==> src/rtl/hex_rle_stream_decoder_defines.svh <==
// Assertion macros shared by the hex run-length decoder RTL.
`ifndef HEX_RLE_STREAM_DECODER_DEFINES_SVH
`define HEX_RLE_STREAM_DECODER_DEFINES_SVH

`ifndef SYNTHESIS

// Check a property on every rising clock edge outside reset.
`define HRSD_ASSERT(lbl, clk, rstn, prop) \
  lbl: assert property (@(posedge clk) disable iff (!(rstn)) (prop)) \
    else $error("hrsd: property failed");

// Check that a condition never holds outside reset.
`define HRSD_ASSERT_NEVER(lbl, clk, rstn, expr) \
  lbl: assert property (@(posedge clk) disable iff (!(rstn)) !(expr)) \
    else $error("hrsd: forbidden condition seen");

`else

`define HRSD_ASSERT(lbl, clk, rstn, prop)
`define HRSD_ASSERT_NEVER(lbl, clk, rstn, expr)

`endif

`endif

==> src/rtl/hrsd_pkg.sv <==
// Types, constants and the hex digit decoder for the hex run-length decoder.
`default_nettype none

package hrsd_pkg;

  localparam int unsigned ByteW = 8;
  localparam int unsigned NibW  = 4;

  // Added to the low seven control bits to get a run's repeat count.
  localparam logic [ByteW-1:0] RunBias = 8'd3;
  localparam logic [ByteW-1:0] LitRepeat = 8'd1;
  localparam logic [ByteW-1:0] MaxRepeat = 8'd130;

  localparam logic [ByteW-1:0] ChZero = 8'h30;  // '0'
  localparam logic [ByteW-1:0] ChNine = 8'h39;  // '9'
  localparam logic [ByteW-1:0] ChUpA  = 8'h41;  // 'A'
  localparam logic [ByteW-1:0] ChUpF  = 8'h46;  // 'F'

  typedef enum logic [1:0] {
    PH_CTRL = 2'd0,
    PH_RUN  = 2'd1,
    PH_LIT  = 2'd2
  } phase_e;

  typedef struct packed {
    logic            valid;
    logic [NibW-1:0] nibble;
  } hex_t;

  typedef struct packed {
    logic [ByteW-1:0] repeat_count;
    logic [ByteW-1:0] data_byte;
  } result_t;

  typedef struct packed {
    logic valid;  // an item sits in the input register
    logic take;   // that item moves on this cycle
  } item_ctl_t;

  function automatic hex_t hex_decode(input logic [ByteW-1:0] ch);
    hex_t h;
    logic [ByteW-1:0] diff_num;
    logic [ByteW-1:0] diff_alpha;
    diff_num   = ch - ChZero;
    diff_alpha = ch - ChUpA + 8'd10;
    h.valid  = 1'b0;
    h.nibble = '0;
    if (ch >= ChZero && ch <= ChNine) begin
      h.valid  = 1'b1;
      h.nibble = diff_num[NibW-1:0];
    end else if (ch >= ChUpA && ch <= ChUpF) begin
      h.valid  = 1'b1;
      h.nibble = diff_alpha[NibW-1:0];
    end
    return h;
  endfunction

endpackage

`default_nettype wire

==> src/rtl/hex_rle_stream_decoder.sv <==
// Top level of the hex-text run-length decoder with stream ports.
`default_nettype none
`include "hex_rle_stream_decoder_defines.svh"

// Takes one ASCII character per transaction, pairs uppercase hex digits into
// bytes and decodes run-length packets: a control byte with the top bit set
// gives one run (count = low seven bits + 3), otherwise control + 1 literal
// bytes follow, each with count 1. Other characters are skipped; tlast on a
// character returns the decoder to expecting a control byte and drops any
// half byte. Each result passes through the input register, then the result
// register; one character is taken every cycle unless the item held in the
// input register must emit while a stalled result register still holds one.

module hex_rle_stream_decoder import hrsd_pkg::*; (
  input  wire logic        clk_i,
  input  wire logic        rst_ni,
  input  wire logic        s_axis_tvalid,
  output logic             s_axis_tready,
  input  wire logic [7:0]  s_axis_tdata,   // [7:0] char_code
  input  wire logic        s_axis_tlast,   // last_char
  output logic             m_axis_tvalid,
  input  wire logic        m_axis_tready,
  output logic [15:0]      m_axis_tdata    // [7:0] data_byte, [15:8] repeat_count
);

  logic             in_vld_q;
  logic [ByteW-1:0] in_char_q;
  logic             in_last_q;
  logic             out_vld_q, out_vld_d;
  result_t          out_q;

  item_ctl_t ctl;
  logic      emit;
  result_t   result;
  logic      advance;
  logic      s_fire;

  // An item moves on when it emits nothing or the result slot frees up.
  assign advance    = in_vld_q && (!emit || !out_vld_q || m_axis_tready);
  assign ctl.valid  = in_vld_q;
  assign ctl.take   = advance;
  assign s_axis_tready = !in_vld_q || advance;
  assign s_fire     = s_axis_tvalid && s_axis_tready;

  hrsd_decode_core u_core (
    .clk_i       (clk_i),
    .rst_ni      (rst_ni),
    .ctl_i       (ctl),
    .char_code_i (in_char_q),
    .last_char_i (in_last_q),
    .emit_o      (emit),
    .result_o    (result)
  );

  always_ff @(posedge clk_i or negedge rst_ni) begin
    if (!rst_ni) begin
      in_vld_q <= 1'b0;
    end else if (s_axis_tready) begin
      in_vld_q <= s_axis_tvalid;
    end
  end

  always_ff @(posedge clk_i) begin
    if (s_fire) begin
      in_char_q <= s_axis_tdata;
      in_last_q <= s_axis_tlast;
    end
  end

  always_comb begin
    out_vld_d = out_vld_q;
    if (advance && emit) begin
      out_vld_d = 1'b1;
    end else if (m_axis_tready) begin
      out_vld_d = 1'b0;
    end
  end

  always_ff @(posedge clk_i or negedge rst_ni) begin
    if (!rst_ni) begin
      out_vld_q <= 1'b0;
    end else begin
      out_vld_q <= out_vld_d;
    end
  end

  always_ff @(posedge clk_i) begin
    if (advance && emit) begin
      out_q <= result;
    end
  end

  assign m_axis_tvalid = out_vld_q;
  assign m_axis_tdata  = {out_q.repeat_count, out_q.data_byte};

  `HRSD_ASSERT_NEVER(a_no_overwrite, clk_i, rst_ni,
    advance && emit && out_vld_q && !m_axis_tready)
  `HRSD_ASSERT(a_hold_item, clk_i, rst_ni,
    (in_vld_q && !advance) |=> in_vld_q)
  `HRSD_ASSERT(a_accept_loads, clk_i, rst_ni,
    s_fire |=> in_vld_q)

endmodule

`default_nettype wire

==> src/rtl/hrsd_decode_core.sv <==
// Nibble pairing and packet state for the hex run-length decoder.
`default_nettype none
`include "hex_rle_stream_decoder_defines.svh"

module hrsd_decode_core import hrsd_pkg::*; (
  input  wire logic             clk_i,
  input  wire logic             rst_ni,
  input  wire item_ctl_t        ctl_i,
  input  wire logic [ByteW-1:0] char_code_i,
  input  wire logic             last_char_i,
  output logic                  emit_o,
  output result_t               result_o
);

  logic [NibW-1:0]  high_q, high_d;
  logic             pend_q, pend_d;
  phase_e           phase_q, phase_d;
  logic [ByteW-1:0] lit_q, lit_d;
  logic [ByteW-1:0] run_q, run_d;

  hex_t             hex;
  logic [ByteW-1:0] byte_val;
  logic [ByteW-1:0] lit_dec;

  assign hex      = hex_decode(char_code_i);
  assign byte_val = {high_q, hex.nibble};
  assign lit_dec  = lit_q - 8'd1;

  // Result for the item now in the input register.
  always_comb begin
    emit_o                = 1'b0;
    result_o.data_byte    = byte_val;
    result_o.repeat_count = LitRepeat;
    if (ctl_i.valid && hex.valid && pend_q) begin
      case (phase_q)
        PH_RUN: begin
          emit_o                = 1'b1;
          result_o.repeat_count = run_q;
        end
        PH_LIT: begin
          emit_o = 1'b1;
        end
        default: begin
          emit_o = 1'b0;
        end
      endcase
    end
  end

  // Next state once the item is taken.
  always_comb begin
    high_d  = high_q;
    pend_d  = pend_q;
    phase_d = phase_q;
    lit_d   = lit_q;
    run_d   = run_q;
    if (ctl_i.take && hex.valid) begin
      if (pend_q) begin
        pend_d = 1'b0;
        case (phase_q)
          PH_RUN: begin
            phase_d = PH_CTRL;
          end
          PH_LIT: begin
            lit_d = lit_dec;
            if (lit_dec == '0) begin
              phase_d = PH_CTRL;
            end
          end
          default: begin
            if (byte_val[ByteW-1]) begin
              run_d   = {1'b0, byte_val[ByteW-2:0]} + RunBias;
              phase_d = PH_RUN;
            end else begin
              lit_d   = byte_val + 8'd1;
              phase_d = PH_LIT;
            end
          end
        endcase
      end else begin
        high_d = hex.nibble;
        pend_d = 1'b1;
      end
    end
    // Drop any half byte or open packet at the end of a block.
    if (ctl_i.take && last_char_i) begin
      phase_d = PH_CTRL;
      pend_d  = 1'b0;
      high_d  = '0;
      lit_d   = '0;
      run_d   = '0;
    end
  end

  always_ff @(posedge clk_i or negedge rst_ni) begin
    if (!rst_ni) begin
      high_q  <= '0;
      pend_q  <= 1'b0;
      phase_q <= PH_CTRL;
      lit_q   <= '0;
      run_q   <= '0;
    end else begin
      high_q  <= high_d;
      pend_q  <= pend_d;
      phase_q <= phase_d;
      lit_q   <= lit_d;
      run_q   <= run_d;
    end
  end

  `HRSD_ASSERT(a_repeat_range, clk_i, rst_ni,
    emit_o |-> (result_o.repeat_count != '0 && result_o.repeat_count <= MaxRepeat))
  `HRSD_ASSERT(a_last_resets, clk_i, rst_ni,
    (ctl_i.take && last_char_i) |=> (phase_q == PH_CTRL && !pend_q))
  `HRSD_ASSERT_NEVER(a_lit_nonzero, clk_i, rst_ni,
    phase_q == PH_LIT && lit_q == '0)

endmodule

`default_nettype wire
==> config.mk <==
export PLATFORM = sky130hd
export DESIGN_NAME = hex_rle_stream_decoder
export DESIGN_NICKNAME = d
export VERILOG_FILES = /design/src/rtl/hrsd_pkg.sv /design/src/rtl/hex_rle_stream_decoder.sv /design/src/rtl/hrsd_decode_core.sv
export VERILOG_INCLUDE_DIRS = /design/src /design/src/rtl
export SDC_FILE = /design/constraint.sdc
export NUM_CORES = 1
export LEC_CHECK = 0
export BUFFER_PORTS_ARGS = -buffer_cell sky130_fd_sc_hd__buf_2
export CORE_UTILIZATION = 58
export CTS_CLUSTER_DIAMETER = 120
export DETAILED_ROUTE_END_ITERATION = 7
export PLACE_DENSITY_LB_ADDON = 0.15
export RECOVER_POWER = 50
export SKIP_CTS_REPAIR_TIMING = 1
export SYNTH_ARGS = -nofsm -noshare
export SYNTH_HDL_FRONTEND = slang
export SYNTH_SLANG_ARGS = --single-unit
==> constraint.sdc <==
create_clock -name clk_i -period 3.75 [get_ports clk_i]
set_input_delay 0.1875 -clock clk_i [delete_from_list [all_inputs] [get_ports clk_i]]
set_output_delay 0.1875 -clock clk_i [all_outputs]
set_load 0.01 [all_outputs]
Word-level counts from Yosys, hierarchy flattened
Index checks and enable logic that the tools add are counted.

cells by class
  order comparisons = 4
  reduce and logical (&&, ||, !) cells = 26
  equal/unequal tests = 7
  muxes and demuxes = 28
  $add $sub $neg = 6

operators by type and width
  kind                                                 count
  two-way mux 8 bit                                    9
  one-hot mux 8 bit (2 select lines)                   1
  two-way mux 4 bit                                    3
  two-way mux 2 bit                                    5
  two-way mux 5 bit                                    2
  logical AND 1 bit                                    9
  adder 7 x 2 -> 8 bit, second input constant          1
  adder 8 x 1 -> 8 bit, second input constant          1
  >= comparator 8 x 6 -> 1 bit, second input constant  1
  >= comparator 8 x 7 -> 1 bit, second input constant  1
  <= comparator 8 x 6 -> 1 bit, second input constant  1
  <= comparator 8 x 7 -> 1 bit, second input constant  1
  logical NOT 8 bit                                    1
  AND reduction 4 bit                                  2
  nonzero test 2 bit                                   4
  subtractor 4 x 1 -> 4 bit, second input constant     2
  subtractor 8 x 1 -> 8 bit, second input constant     1
  two-way mux 1 bit                                    7
  adder 4 bit, second input constant                   1
  != test 2 x 1 -> 1 bit, second input constant        2
  one-hot mux 2 bit (2 select lines)                   1
  AND reduction 2 bit                                  2
  logical NOT 1 bit                                    3
  logical OR 1 bit                                     3
  7 further kinds                                      7

storage, ports and cells
  register bits = 50
  logic and storage cells = 82
  input bits = 13

Depth between registers and ports, before layout
Gate-level depths: netlist of run 1.

  depth in word-level cells = 14
  mapped depth = 12

By module
A second synthesis of run 1 with hierarchy kept.

second synthesis, totals
  cells, all modules = 252
  area total of the unflattened synthesis = 2773.9 µm²

by module, submodules not included
  module                  seq. area each (µm²)  area each (µm²)  times used  cells each
  hrsd_decode_core        575.6                 1901.8           1           217
  hex_rle_stream_decoder  800.8                 872.1            1           35

Worst setup path before layout of run 1
OpenSTA, ideal clock, no wires.

  path type = reg-to-reg
  start = register in_char_q[0]
  end = register out_q, in the netlist m_axis_tdata[0], enable pin
  stages on the path, launching flop included = 9
  period minus slack after synthesis = 3.126 ns
  data arrival time = 2.715 ns
  setup slack = 0.624 ns
  buffers on the path = 1
  path through = edfxtp_1 inv_1 ha_1 or3b_4 nand4_1 a21oi_1 buf_2 nand2_1 nor3_1

on the way
  cells in the longest elaborated chain, start to end = 12
  elaborated cells between the ends (all ways) = 16
  those cells by class = 4 x order compare; 3 x mux; 9 x reduce/logical

ends and longest elaborated chain
  what                                                                                 line                          text
  start, declared                                                                      hex_rle_stream_decoder.sv:27  logic [ByteW-1:0] in_char_q;
  start signal, assigned                                                               hex_rle_stream_decoder.sv:65  in_char_q <= s_axis_tdata;
  >= comparator 8 x 7 -> 1 bit / <= comparator 8 x 7 -> 1 bit (equally long branches)  hrsd_pkg.sv:51                end else if (ch >= ChUpA && ch <= ChUpF) begin
  logical AND 1 bit                                                                    hrsd_pkg.sv:51
  two-way mux 5 bit                                                                    hrsd_pkg.sv:51
  two-way mux 5 bit (*)                                                                hrsd_pkg.sv:48                if (ch >= ChZero && ch <= ChNine) begin
  logical AND 1 bit (*) (2 in a row)                                                   hrsd_decode_core.sv:34        if (ctl_i.valid && hex.valid && pend_q) begin
  two-way mux 1 bit (*)                                                                hrsd_decode_core.sv:34
  logical NOT 1 bit                                                                    hex_rle_stream_decoder.sv:39  assign advance = in_vld_q && (!emit || !out_vld_q || m_axis_tready);
  logical OR 1 bit (2 in a row)                                                        hex_rle_stream_decoder.sv:39
  logical AND 1 bit                                                                    hex_rle_stream_decoder.sv:39
  logical AND 1 bit (*)                                                                hex_rle_stream_decoder.sv:88  if (advance && emit) begin
  end signal, assigned                                                                 hex_rle_stream_decoder.sv:89  out_q <= result;
  end, declared                                                                        hex_rle_stream_decoder.sv:30  result_t out_q;

Mark *: on every way between the ends. The rest lies on a longest branch, timed or not.
A chain may end at the register's enable or synchronous reset.

==> impl_summary.txt, run 1 <==
----------------------------------------------------
[Outcome]
  Status ... complete, no violations

[Floorplan]
  Boundary pin count ... 31
  Chip Width ... 71.7 um
  Die Y-Extent ... 71.7 um
  Core region area ... 4690 um^2
  Core Rows ... 25
  Effective utilization at floorplan ... 60.1%
  Die Area ... 5150 um^2

[Critical path]
  Endpoint class of the critical path ... register
  Flop2flop setup slack ... 0.81 ns
  Critical register-to-register path endpoint ... u_core.lit_q[2]
  Kind of start point of the critical path ... register
  Required time worst endpoint ... 3.95 ns
  Cell with the biggest individual delay on the critical path ... sky130_fd_sc_hd__edfxtp_1
  CP Class ... register to register
  Worst endpoint data arrival time ... 3.14 ns
  Buffers & Inverters on Critical Path ... 2
  Peak per-stage delay on the critical path ... 0.45 ns
  Series of cell instances along the critical path ... inv_1 > ha_1 > or3b_4 > and4_1 > mux2i_4 > inv_1 > ha_1 > or3_1 > a41o_1
  Kind of cell adding the most delay to the critical path ... simple AND/OR/NAND/NOR gates
  Critical path peak fanout ... 9
  Crit Reg-Reg Startpoint ... in_char_q[0]
  R2R cell count ... 9

[Placement]
  Detailed placement HPWL ... 4170 um
  IO Port Bufs ... 30
  Final weighted congestion of routability-driven global placement ... 0.856

[STA]
  Number of max-slew violations in the final report ... 0
  Setup Viol. Count Final ... 0
  Final setup skew ... 0.0108 ns
  Setup repair after global routing missed its margin ... false
  Worst Hold Margin ... 0.0458 ns
  Transition time at the pin with the least slew margin ... 1.38 ns
  Max_slew headroom ... 7.91%
  Number of hold-slack violations in the final timing report ... 0
  Share of the clock period used by the worst path ... 78.3%
  Accumulated negative setup slack ... 0 ns
  Peak clock frequency supported by timing ... 0.341 GHz
  Clock period minus final worst setup slack ... 2.94 ns

[Global route]
  Largest net degree at the start of global routing ... 26
  Wire length of the first global-routing pass ... 9550 um
  Total GRT Usage ... 24.4%
  Via count of the first global-routing pass ... 2010
  GRT overflow ... 0
  Number of antenna violations at the first check in global routing ... 0

[Min path]
  Class of the tightest hold or removal check ... input pin to register
  Hold path startpoint ... s_axis_tlast
  Instance count along the most critical hold path ... 1
  Hold-critical path endpoint ... in_last_q

[CTS]
  H-tree depth ... 2
  Clk sink count ... 50
  Clock root buffer ... sky130_fd_sc_hd__clkbuf_8
  Buffer levels on the longest clock path ... 2
  CTS tree ... yes
  CTS clock-pin slew for the worst setup and hold paths ... 0.10 ns
  Number of buffers inserted during clock tree synthesis ... 5
  Clock latency of the later-clocked register in the worst-skew pair ... 0.31 ns

[Run]
  # Max-Cap Violations ... 0

[Final layout]
  Synth-to-Final Area Change ... 8.43%
  Proportion of layout cells with a drive suffix above 1 ... 12.4%
  Inserted Diodes ... 0
  Nets ... 312

[Yosys]
  Portion of the post-synthesis area used by sequential elements ... 48.8%
  Library cells used by synthesis ... 67
  Flop and latch count out of synthesis ... 50
  Total number of yosys warnings ... 0
  Mapped cell area ... 2820 um^2
  Number of enable flip-flop cells after synthesis ... 25
  Avg Inst Size Synth ... 10.8 um^2
  Share of synthesized registers carrying an async set or reset ... 50.0%
  Prevailing post-synth register cell ... sky130_fd_sc_hd__edfxtp_1
  Synth Instances ... 260
  Synthesized Nets ... 283

[Drt]
  Total number of vias ... 2170
  DRC violations left ... 0
  Total wirelength of the detailed-routed design ... 5770 um
  Via density per instance ... 6.31
  Total iterations of the first detailed-routing run ... 5
  Average wire length per cell after detail routing ... 16.8 um
  Starting DRT DRC Count ... 173
  Antenna viol nets, final ... 0

[Power]
  Leakage power ... 1.20 nW
  IR drop worst, VDD ... 0.260 mV
  Pwr dens ... 338 nW/um^2

----------------------------------------------------
[metrics by stage]
stage	std cells	power [mW]	setup slack, ns	area, um^2	utilization (%)
global placement	335	0.706	1.10	2980	63.6
detailed placement	335	0.707	0.985	2980	63.6
global route	344	1.07	0.608	3060	65.2
finish	344	1.03	0.813	3060	65.2
CTS	343	1.03	0.937	3080	65.6
floorplan	260	0.679	0.624	2820	-
[state kept, by name, summed over array words and instances, names as in the netlist]
name,cells
u_core.lit_q,8
m_axis_tvalid,1
m_axis_tdata,16
in_vld_q,1
in_char_q,8
u_core.pend_q,1
u_core.phase_q,2
in_last_q,1
u_core.run_q,8
u_core.high_q,4
[worst reg2reg max path, stage by stage (launching register included)]
cell and delay (ns):
sky130_fd_sc_hd__edfxtp_1 0.45, sky130_fd_sc_hd__inv_1 0.19, sky130_fd_sc_hd__ha_1 0.22, sky130_fd_sc_hd__or3b_4 0.39
sky130_fd_sc_hd__and4_1 0.31, sky130_fd_sc_hd__mux2i_4 0.21, sky130_fd_sc_hd__inv_1 0.17, sky130_fd_sc_hd__ha_1 0.28
sky130_fd_sc_hd__or3_1 0.37, sky130_fd_sc_hd__a41o_1 0.24
[routing by layer]
layer  global-route usage (%)  wire, um  vias up
met5                        0         0        -
met3                     3.38       331        6
met2                     39.9      2780       86
met4                     7.63        50        0
met1                     34.0      2610     1038
li1                         -         -     1040
[cell usage after synthesis, types with 2 or more instances]
master / instances / area [um^2]
sky130_fd_sc_hd__nand4_1: 5 / 31.3
sky130_fd_sc_hd__and2_1: 11 / 68.8
sky130_fd_sc_hd__nand3b_1: 2 / 15.0
sky130_fd_sc_hd__o21ai_1: 4 / 20.0
sky130_fd_sc_hd__buf_2: 2 / 10.0
sky130_fd_sc_hd__a32o_1: 3 / 30.0
sky130_fd_sc_hd__nor3_1: 6 / 30.0
sky130_fd_sc_hd__dfrtp_1: 25 / 626
sky130_fd_sc_hd__ha_1: 10 / 125
sky130_fd_sc_hd__xor2_1: 3 / 26.3
sky130_fd_sc_hd__o211ai_1: 5 / 37.5
sky130_fd_sc_hd__nand2b_1: 3 / 18.8
sky130_fd_sc_hd__nand3_1: 9 / 45.0
sky130_fd_sc_hd__buf_6: 3 / 33.8
sky130_fd_sc_hd__o31ai_1: 3 / 22.5
sky130_fd_sc_hd__or4_1: 3 / 22.5
sky130_fd_sc_hd__nor4_1: 4 / 25.0
sky130_fd_sc_hd__a21oi_1: 7 / 35.0
sky130_fd_sc_hd__nand2_1: 13 / 48.8
sky130_fd_sc_hd__o2bb2ai_1: 5 / 43.8
sky130_fd_sc_hd__o21ai_0: 14 / 70.1
sky130_fd_sc_hd__o21a_1: 5 / 37.5
sky130_fd_sc_hd__a22oi_1: 3 / 22.5
sky130_fd_sc_hd__nor2b_1: 6 / 37.5
sky130_fd_sc_hd__inv_2: 2 / 7.51
sky130_fd_sc_hd__and3_1: 4 / 25.0
sky130_fd_sc_hd__or2_2: 2 / 12.5
sky130_fd_sc_hd__nor2_1: 11 / 41.3
sky130_fd_sc_hd__inv_1: 14 / 52.6
sky130_fd_sc_hd__o2111ai_1: 4 / 35.0
sky130_fd_sc_hd__edfxtp_1: 25 / 751
sky130_fd_sc_hd__or3_1: 2 / 12.5
sky130_fd_sc_hd__clkbuf_1: 4 / 15.0
sky130_fd_sc_hd__xnor2_1: 5 / 43.8
[power breakdown]
part / leakage [nW] / switching, mW / internal, mW
logic: 0.573 / 0.0547 / 0.0350
clock network: 0.0491 / 0.198 / 0.138
registers: 0.580 / 0.0203 / 0.588
[logic make-up (layout without fill, tap and decap cells)]
family                   after synthesis  count (layout)  synth area share [%]
multiplexers                           3               3                  1.55
buffers and inverters                 26              56                  4.48
AND/OR/NAND/NOR                       94              94                  20.2
XOR/XNOR                               8               8                  2.48
flip-flops                            50              50                  48.8
AO/OA/AOI/OAI                         69              69                  18.1
adder cells (fa/ha/maj)               10              10                  4.44
[cell type report]
class	instances	area, um^2
Clock buffer	5	68.8
Sequential cell	50	1380
Timing Repair Buffer	32	145
Tap cell	54	67.6
Fill cell	394	1630
Multi-Input combinational cell	184	1310
Inverter	16	60.1
Clock inverter	3	26.3
[placed cells by master (no fill, tap or decap), types with 3 or more instances in the layout]
master / synthesis / final
sky130_fd_sc_hd__a21oi_1: 7 / 7
sky130_fd_sc_hd__a22oi_1: 3 / 3
sky130_fd_sc_hd__a32o_1: 3 / 3
sky130_fd_sc_hd__and2_1: 11 / 11
sky130_fd_sc_hd__and3_1: 4 / 4
sky130_fd_sc_hd__buf_2: 2 / 12
sky130_fd_sc_hd__clkbuf_1: 4 / 18
sky130_fd_sc_hd__clkbuf_8: 0 / 5
sky130_fd_sc_hd__dfrtp_1: 25 / 25
sky130_fd_sc_hd__edfxtp_1: 25 / 25
sky130_fd_sc_hd__ha_1: 10 / 10
sky130_fd_sc_hd__inv_1: 14 / 15
sky130_fd_sc_hd__nand2_1: 13 / 13
sky130_fd_sc_hd__nand2b_1: 3 / 3
sky130_fd_sc_hd__nand3_1: 9 / 9
sky130_fd_sc_hd__nand4_1: 5 / 5
sky130_fd_sc_hd__nor2_1: 11 / 11
sky130_fd_sc_hd__nor2b_1: 6 / 6
sky130_fd_sc_hd__nor3_1: 6 / 5
sky130_fd_sc_hd__nor4_1: 4 / 4
sky130_fd_sc_hd__o2111ai_1: 4 / 4
sky130_fd_sc_hd__o211ai_1: 5 / 5
sky130_fd_sc_hd__o21a_1: 5 / 5
sky130_fd_sc_hd__o21ai_0: 14 / 14
sky130_fd_sc_hd__o21ai_1: 4 / 4
sky130_fd_sc_hd__o2bb2ai_1: 5 / 5
sky130_fd_sc_hd__o31ai_1: 3 / 3
sky130_fd_sc_hd__or4_1: 3 / 3
sky130_fd_sc_hd__xnor2_1: 5 / 5
sky130_fd_sc_hd__xor2_1: 3 / 3
[how the worst max path moves through the flow]
stage / start / endpoint / slack [ns] / depth (start not counted)
finish: in_char_q[0] / u_core.lit_q[2] / 0.81 / 9
global route: in_char_q[0] / u_core.lit_q[2] / 0.61 / 9
CTS: in_char_q[0] / u_core.lit_q[7] / 0.94 / 8
detailed placement: in_char_q[0] / u_core.lit_q[7] / 0.99 / 8
global placement: in_char_q[0] / u_core.lit_q[2] / 1.10 / 9
floorplan: in_char_q[0] / m_axis_tdata[0] / 0.62 / 8
Note: power is estimated with default switching activity, not from simulation.
==> run 2, diff against run 1 <==
--- a/config.mk
+++ b/config.mk
@@ -7,7 +7,7 @@
 export NUM_CORES = 1
 export LEC_CHECK = 0
 export BUFFER_PORTS_ARGS = -buffer_cell sky130_fd_sc_hd__buf_2
-export CORE_UTILIZATION = 58
+export CORE_UTILIZATION = 53
 export CTS_CLUSTER_DIAMETER = 120
 export DETAILED_ROUTE_END_ITERATION = 7
 export PLACE_DENSITY_LB_ADDON = 0.15
==> constraint.sdc (replaced) <==
create_clock -name clk_i -period 2.4 [get_ports clk_i]
set_input_delay 0.12 -clock clk_i [delete_from_list [all_inputs] [get_ports clk_i]]
set_output_delay 0.12 -clock clk_i [all_outputs]
set_load 0.01 [all_outputs]
==> impl_summary.txt, run 2 (synthesized netlist as in run 1, its figures left out) <==
----------------------------------------------------
[Outcome]
  Status ... complete, no violations

[Global route]
  Wire length of the first global-routing pass ... 10100 um (+6.3%)
  Number of antenna violations at the first check in global routing ... 0 (unchanged)
  GRT overflow ... 0 (unchanged)
  Total GRT Usage ... 24.6% (+0.21 points)
  Largest net degree at the start of global routing ... 26 (unchanged)
  Via count of the first global-routing pass ... 2062 (+2.6%)

[STA]
  Clock period minus final worst setup slack ... 2.40 ns (-0.541 ns)
  Peak clock frequency supported by timing ... 0.418 GHz (+23%)
  Setup Viol. Count Final ... 0 (unchanged)
  Share of the clock period used by the worst path ... 99.8% (+21 points)
  Setup repair after global routing missed its margin ... true
  Final setup skew ... 0.00817 ns (-0.00260 ns)
  Worst Hold Margin ... 0.0201 ns (-0.0257 ns)
  Max_slew headroom ... 4.20% (-3.7 points)
  Transition time at the pin with the least slew margin ... 1.44 ns (+0.0556 ns)
  Number of max-slew violations in the final report ... 0 (unchanged)
  Number of hold-slack violations in the final timing report ... 0 (unchanged)

[Final layout]
  Synth-to-Final Area Change ... 26.3%
  Final design instance area without fill ... 3560 um^2 (+16%)
  Proportion of layout cells with a drive suffix above 1 ... 25.8% (+13 points)
  Nets ... 352 (+13%)
  Number of fillers in the final layout ... 400 (+1.5%)
  Leading cell type in the layout, fill and taps excluded ... sky130_fd_sc_hd__buf_4
  Number of flip-flops under the largest register name ... 16 (unchanged)
  Inserted Diodes ... 0 (unchanged)
  Top library cells by usage in the layout, fill and taps aside ... sky130_fd_sc_hd__buf_4, sky130_fd_sc_hd__edfxtp_1, sky130_fd_sc_hd__dfrtp_1

[Run]
  # Max-Cap Violations ... 0 (unchanged)

[Drt]
  Antenna viol nets, final ... 0 (unchanged)
  Average wire length per cell after detail routing ... 16.7 um (-0.49%)
  Starting DRT DRC Count ... 174 (+0.58%)
  Total iterations of the first detailed-routing run ... 5 (unchanged)
  Via density per instance ... 5.86 (-7.2%)
  Total wirelength of the detailed-routed design ... 6680 um (+16%)
  DRC violations left ... 0 (unchanged)
  Total number of vias ... 2342 (+7.9%)

[Critical path]
  Kind of start point of the critical path ... register
  CP Class ... register to register
  Endpoint class of the critical path ... register
  Peak per-stage delay on the critical path ... 0.47 ns (+0.02 ns)
  Worst endpoint data arrival time ... 2.47 ns (-0.67 ns)
  Critical path peak fanout ... 8 (-1)
  Series of cell instances along the critical path ... ha_2 > o21ba_2 > o21ai_1 > a21oi_4 > buf_4 > and3_2 > and2_1
  Cell with the biggest individual delay on the critical path ... sky130_fd_sc_hd__o21ai_1
  Required time worst endpoint ... 2.47 ns (-1.48 ns)

[CTS]
  CTS tree ... yes
  Clock root buffer ... sky130_fd_sc_hd__clkbuf_8
  Clock latency of the later-clocked register in the worst-skew pair ... 0.31 ns (about the same)
  Buffer levels on the longest clock path ... 2 (unchanged)
  Number of buffers inserted during clock tree synthesis ... 5 (unchanged)
  Clk sink count ... 50 (unchanged)
  H-tree depth ... 2 (unchanged)
  CTS clock-pin slew for the worst setup and hold paths ... 0.09 ns (about the same)

[Placement]
  Detailed placement HPWL ... 4590 um (+10%)
  Cell area reported after detailed placement ... 3250 um^2 (+8.8%)
  IO Port Bufs ... 30 (unchanged)
  Final weighted congestion of routability-driven global placement ... 0.863 (+0.92%)

[Power]
  Leakage power ... 1.42 nW (+18%)
  Seq pwr share ... 53.8% (-5.1 points)
  Clock Power Share ... 34.6% (+2.2 points)
  Cell internal pwr ... 1.32 mW (+74%)
  Pwr dens ... 493 nW/um^2 (+46%)
  Gate power share ... 11.6% (+2.9 points)
  Switching share of power ... 24.7% (-1.7 points)
  P_sw ... 0.433 mW (+59%)
  IR drop worst, VDD ... 0.440 mV (+69%)

[Floorplan]
  Die Y-Extent ... 74.9 um (+4.5%)
  Effective utilization at floorplan ... 55.2% (-4.9 points)
  Chip Width ... 74.9 um (+4.5%)
  Boundary pin count ... 31 (unchanged)
  Core region area ... 5110 um^2 (+8.9%)
  Die Area ... 5620 um^2 (+9.2%)
  Core Rows ... 26 (+4.0%)

[Min path]
  Class of the tightest hold or removal check ... input pin to register

----------------------------------------------------
-- run 2: cell count changes in the layout (fill, tap and decap cells not counted), moves of 2 or more --
cell	previous run	this run
sky130_fd_sc_hd__o21ai_0	14	12
sky130_fd_sc_hd__dlygate4sd3_1	1	10
sky130_fd_sc_hd__buf_4	1	31
sky130_fd_sc_hd__inv_1	15	12
sky130_fd_sc_hd__inv_2	1	3
sky130_fd_sc_hd__ha_1	10	7
sky130_fd_sc_hd__ha_4	0	2
-- run 2: path summary, 6_finish.rpt --
path | start | to | slack (ns) | cells past startpoint
max | in_char_q[0] | m_axis_tdata[10] | 0.005 | 7
min | s_axis_tvalid | in_vld_q | 0.02 | 2
max reg2reg | in_char_q[0] | m_axis_tdata[10] | 0.005 | 7
min reg2reg | u_core.run_q[1] | u_core.run_q[1] | 0.49 | 1
max in group asynchronous | rst_ni | u_core.high_q[0] | 0.88 | 2
min in group asynchronous | rst_ni | u_core.lit_q[1] | 0.68 | 2
-- run 2: routing by layer --
layer	share of wire, %	global-route usage (%)	up-vias	routed length, um
met1	44	34.2	1122	2930
met5	0	0	-	0
li1	-	-	1120	-
met4	2.4	9.85	0	159
met3	3.7	3.35	13	250
met2	50	39.1	87	3340
-- run 2: critical path, delay by kind of cell, from the launching register on --
family | cells | cell delay (ns)
AND/OR/NAND/NOR | 2 | 0.47
flip-flops | 1 | 0.45
AO/OA/AOI/OAI | 3 | 0.83
buffers and inverters | 1 | 0.19
adder cells (fa/ha/maj) | 1 | 0.23
-- run 2: layout make-up --
| type | count | area (um^2) | share of cell area [%] |
|---|---|---|---|
| sequential | 50 | 1380 | 38.7 |
| clock buffer | 5 | 68.8 | 1.93 |
| inverter | 16 | 62.6 | 1.76 |
| timing repair buffer | 72 | 480 | 13.5 |
| multi-input combinational | 184 | 1440 | 40.5 |
| clock inverter | 3 | 43.8 | 1.23 |
| tap | 70 | 87.6 | 2.46 |
-- run 2: power by group through the flow --
stage	registers, mW	clock network [mW]	logic, mW
floorplan	0.956	0	0.109
detailed placement	0.961	0	0.172
global placement	0.960	0	0.169
CTS	0.943	0.616	0.173
global route	0.948	0.652	0.222
finish	0.944	0.607	0.203
-- run 2: stage by stage --
| step | utilization (%) | setup TNS, ns | std cells | setup WS, ns | power [mW] |
|---|---|---|---|---|---|
| 2_1_floorplan | - | 0 | 260 | 0.00866 | 1.07 |
| 3_3_place_gp | 63.5 | 0 | 376 | 0.0187 | 1.13 |
| 3_5_place_dp | 63.5 | -0.0172 | 376 | -0.0127 | 1.13 |
| 4_1_cts | 65.8 | -0.0706 | 384 | -0.0442 | 1.73 |
| 5_1_grt | 69.7 | -0.150 | 400 | -0.0465 | 1.82 |
| 6_report | 69.7 | 0 | 400 | 0.00480 | 1.75 |
==> run 3, diff against run 2 <==
==> constraint.sdc (replaced) <==
create_clock -name clk_i -period 2.4 [get_ports clk_i]
set_input_delay 0.24 -clock clk_i [delete_from_list [all_inputs] [get_ports clk_i]]
set_output_delay 0.24 -clock clk_i [all_outputs]
set_load 0.01 [all_outputs]
==> impl_summary.txt, run 3 (synthesized netlist as in run 1, its figures left out) <==
----------------------------------------------------
[Final layout]
  Leading cell type in the layout, fill and taps excluded ... sky130_fd_sc_hd__buf_4
  Top library cells by usage in the layout, fill and taps aside ... sky130_fd_sc_hd__buf_4, sky130_fd_sc_hd__edfxtp_1, sky130_fd_sc_hd__dfrtp_1
  Nets ... 343 (-2.6%)
  Combined area of the multi-input logic cells ... 1440 um^2 (unchanged)
  Inserted Diodes ... 0 (unchanged)
  Synth-to-Final Area Change ... 23.1%
  Number of flip-flops under the largest register name ... 16 (unchanged)
  Register Area ... 1380 um^2 (unchanged)
  Number of fillers in the final layout ... 409 (+2.3%)
  Proportion of layout cells with a drive suffix above 1 ... 26.5% (+0.72 points)

[STA]
  Worst Hold Margin ... 0.101 ns (+0.0805 ns)
  Accumulated negative setup slack ... 0 ns (unchanged)
  Transition time at the pin with the least slew margin ... 1.46 ns (+0.0238 ns)
  Final setup skew ... 0.00812 ns (-0.0000516 ns)
  Share of the clock period used by the worst path ... 100% (+0.18 points)
  Setup repair after global routing missed its margin ... true
  Number of max-slew violations in the final report ... 0 (unchanged)
  Number of hold-slack violations in the final timing report ... 0 (unchanged)
  Setup Viol. Count Final ... 0 (unchanged)
  Peak clock frequency supported by timing ... 0.417 GHz (-0.18%)
  Smallest setup slack after layout ... 0.000522 ns (-0.00428 ns)
  Max_slew headroom ... 2.62% (-1.6 points)
  Clock period minus final worst setup slack ... 2.40 ns (+0.00428 ns)

[Floorplan]
  Core Rows ... 26 (unchanged)
  Effective utilization at floorplan ... 55.2% (unchanged)
  Die Area ... 5620 um^2 (unchanged)
  Core region area ... 5110 um^2 (unchanged)
  Die Y-Extent ... 74.9 um (unchanged)
  Chip Width ... 74.9 um (unchanged)
  Boundary pin count ... 31 (unchanged)

[Critical path]
  Kind of start point of the critical path ... register
  Series of cell instances along the critical path ... ha_2 > o21ba_2 > o21ai_1 > a21oi_4 > buf_4 > and3_2 > and2_1
  Endpoint class of the critical path ... register
  CP Class ... register to register
  Peak per-stage delay on the critical path ... 0.47 ns (about the same)
  Crit Reg-Reg Startpoint ... in_char_q[0]
  Required time worst endpoint ... 2.47 ns (about the same)
  Critical path peak fanout ... 8 (unchanged)
  Buffers & Inverters on Critical Path ... 1 (unchanged)
  Cell with the biggest individual delay on the critical path ... sky130_fd_sc_hd__o21ai_1
  Critical register-to-register path endpoint ... m_axis_tdata[10]
  R2R cell count ... 7 (unchanged)
  Flop2flop setup slack ... 0.0005 ns (about the same)
  Worst endpoint data arrival time ... 2.47 ns (about the same)
  Kind of cell adding the most delay to the critical path ... compound AO/OA/AOI/OAI gates

[Drt]
  Average wire length per cell after detail routing ... 16.6 um (-0.58%)
  Total number of vias ... 2305 (-1.6%)
  DRC violations left ... 0 (unchanged)
  Via density per instance ... 5.90 (+0.69%)
  Antenna viol nets, final ... 0 (unchanged)
  Total iterations of the first detailed-routing run ... 5 (unchanged)
  Total wirelength of the detailed-routed design ... 6490 um (-2.8%)
  Starting DRT DRC Count ... 184 (+5.7%)

[CTS]
  CTS tree ... yes
  Number of buffers inserted during clock tree synthesis ... 5 (unchanged)
  Clock latency of the later-clocked register in the worst-skew pair ... 0.31 ns (about the same)
  H-tree depth ... 2 (unchanged)
  Clk sink count ... 50 (unchanged)
  Buffer levels on the longest clock path ... 2 (unchanged)
  Clock root buffer ... sky130_fd_sc_hd__clkbuf_8
  CTS clock-pin slew for the worst setup and hold paths ... 0.09 ns (about the same)

[Global route]
  Via count of the first global-routing pass ... 2062 (unchanged)
  Largest net degree at the start of global routing ... 26 (unchanged)
  Total GRT Usage ... 24.6% (unchanged)
  Number of antenna violations at the first check in global routing ... 0 (unchanged)
  Wire length of the first global-routing pass ... 10100 um (unchanged)
  GRT overflow ... 0 (unchanged)

[Outcome]
  Status ... complete, no violations

[Min path]
  Instance count along the most critical hold path ... 1 (-1)
  Class of the tightest hold or removal check ... input pin to register
  Hold path startpoint ... s_axis_tlast
  Hold-critical path endpoint ... in_last_q

[Placement]
  Final weighted congestion of routability-driven global placement ... 0.863 (unchanged)
  Detailed placement HPWL ... 4590 um (unchanged)
  Worst setup slack after placement ... -0.0127 ns (unchanged)
  IO Port Bufs ... 30 (unchanged)

[Power]
  Pwr dens ... 502 nW/um^2 (+1.9%)
  IR drop worst, VDD ... 0.440 mV (about the same)
  Leakage power ... 1.38 nW (-2.7%)

[Run]
  # Max-Cap Violations ... 0 (unchanged)

----------------------------------------------------
run 3: power breakdown:
group	internal, mW	switching, mW	total [mW]	leakage [nW]
Clock	0.313	0.295	0.608	0.0585
Combinational	0.0802	0.111	0.191	0.740
Sequential	0.918	0.0256	0.944	0.580
run 3: how the worst max path moves through the flow:
stage | endpoint | slack, ns | startpoint | cells past startpoint
after floorplan | u_core.lit_q[2] | 0.009 | in_char_q[1] | 10
after global placement | u_core.lit_q[7] | 0.02 | in_char_q[0] | 8
after detailed placement | u_core.lit_q[7] | -0.01 | in_char_q[0] | 8
after CTS | u_core.lit_q[7] | -0.04 | in_char_q[0] | 8
after global routing | u_core.run_q[4] | -0.05 | in_char_q[0] | 11
final | m_axis_tdata[10] | 0.0005 | in_char_q[0] | 7
run 3: layout make-up:
| cell class | instances | area share [%] |
|---|---|---|
| Clock buffer | 5 | 1.98 |
| Inverter | 16 | 1.80 |
| Timing Repair Buffer | 63 | 11.2 |
| Clock inverter | 3 | 1.26 |
| Multi-Input combinational cell | 184 | 41.5 |
| Tap cell | 70 | 2.52 |
| Sequential cell | 50 | 39.7 |
run 3: metrics by stage:
step	cells	utilization, %	power (mW)	area [um^2]
2_1_floorplan	260	-	1.07	2870
3_3_place_gp	376	63.5	1.13	3250
3_5_place_dp	376	63.5	1.13	3250
4_1_cts	384	65.8	1.73	3360
5_1_grt	391	68.0	1.81	3470
6_report	391	68.0	1.74	3470
run 3: routing by layer:
| layer | wire [um] | global-route usage (%) |
|---|---|---|
| met1 | 2880 | 34.2 |
| met2 | 3200 | 39.1 |
| met3 | 260 | 3.35 |
| met4 | 154 | 9.85 |
| met5 | 0 | 0 |
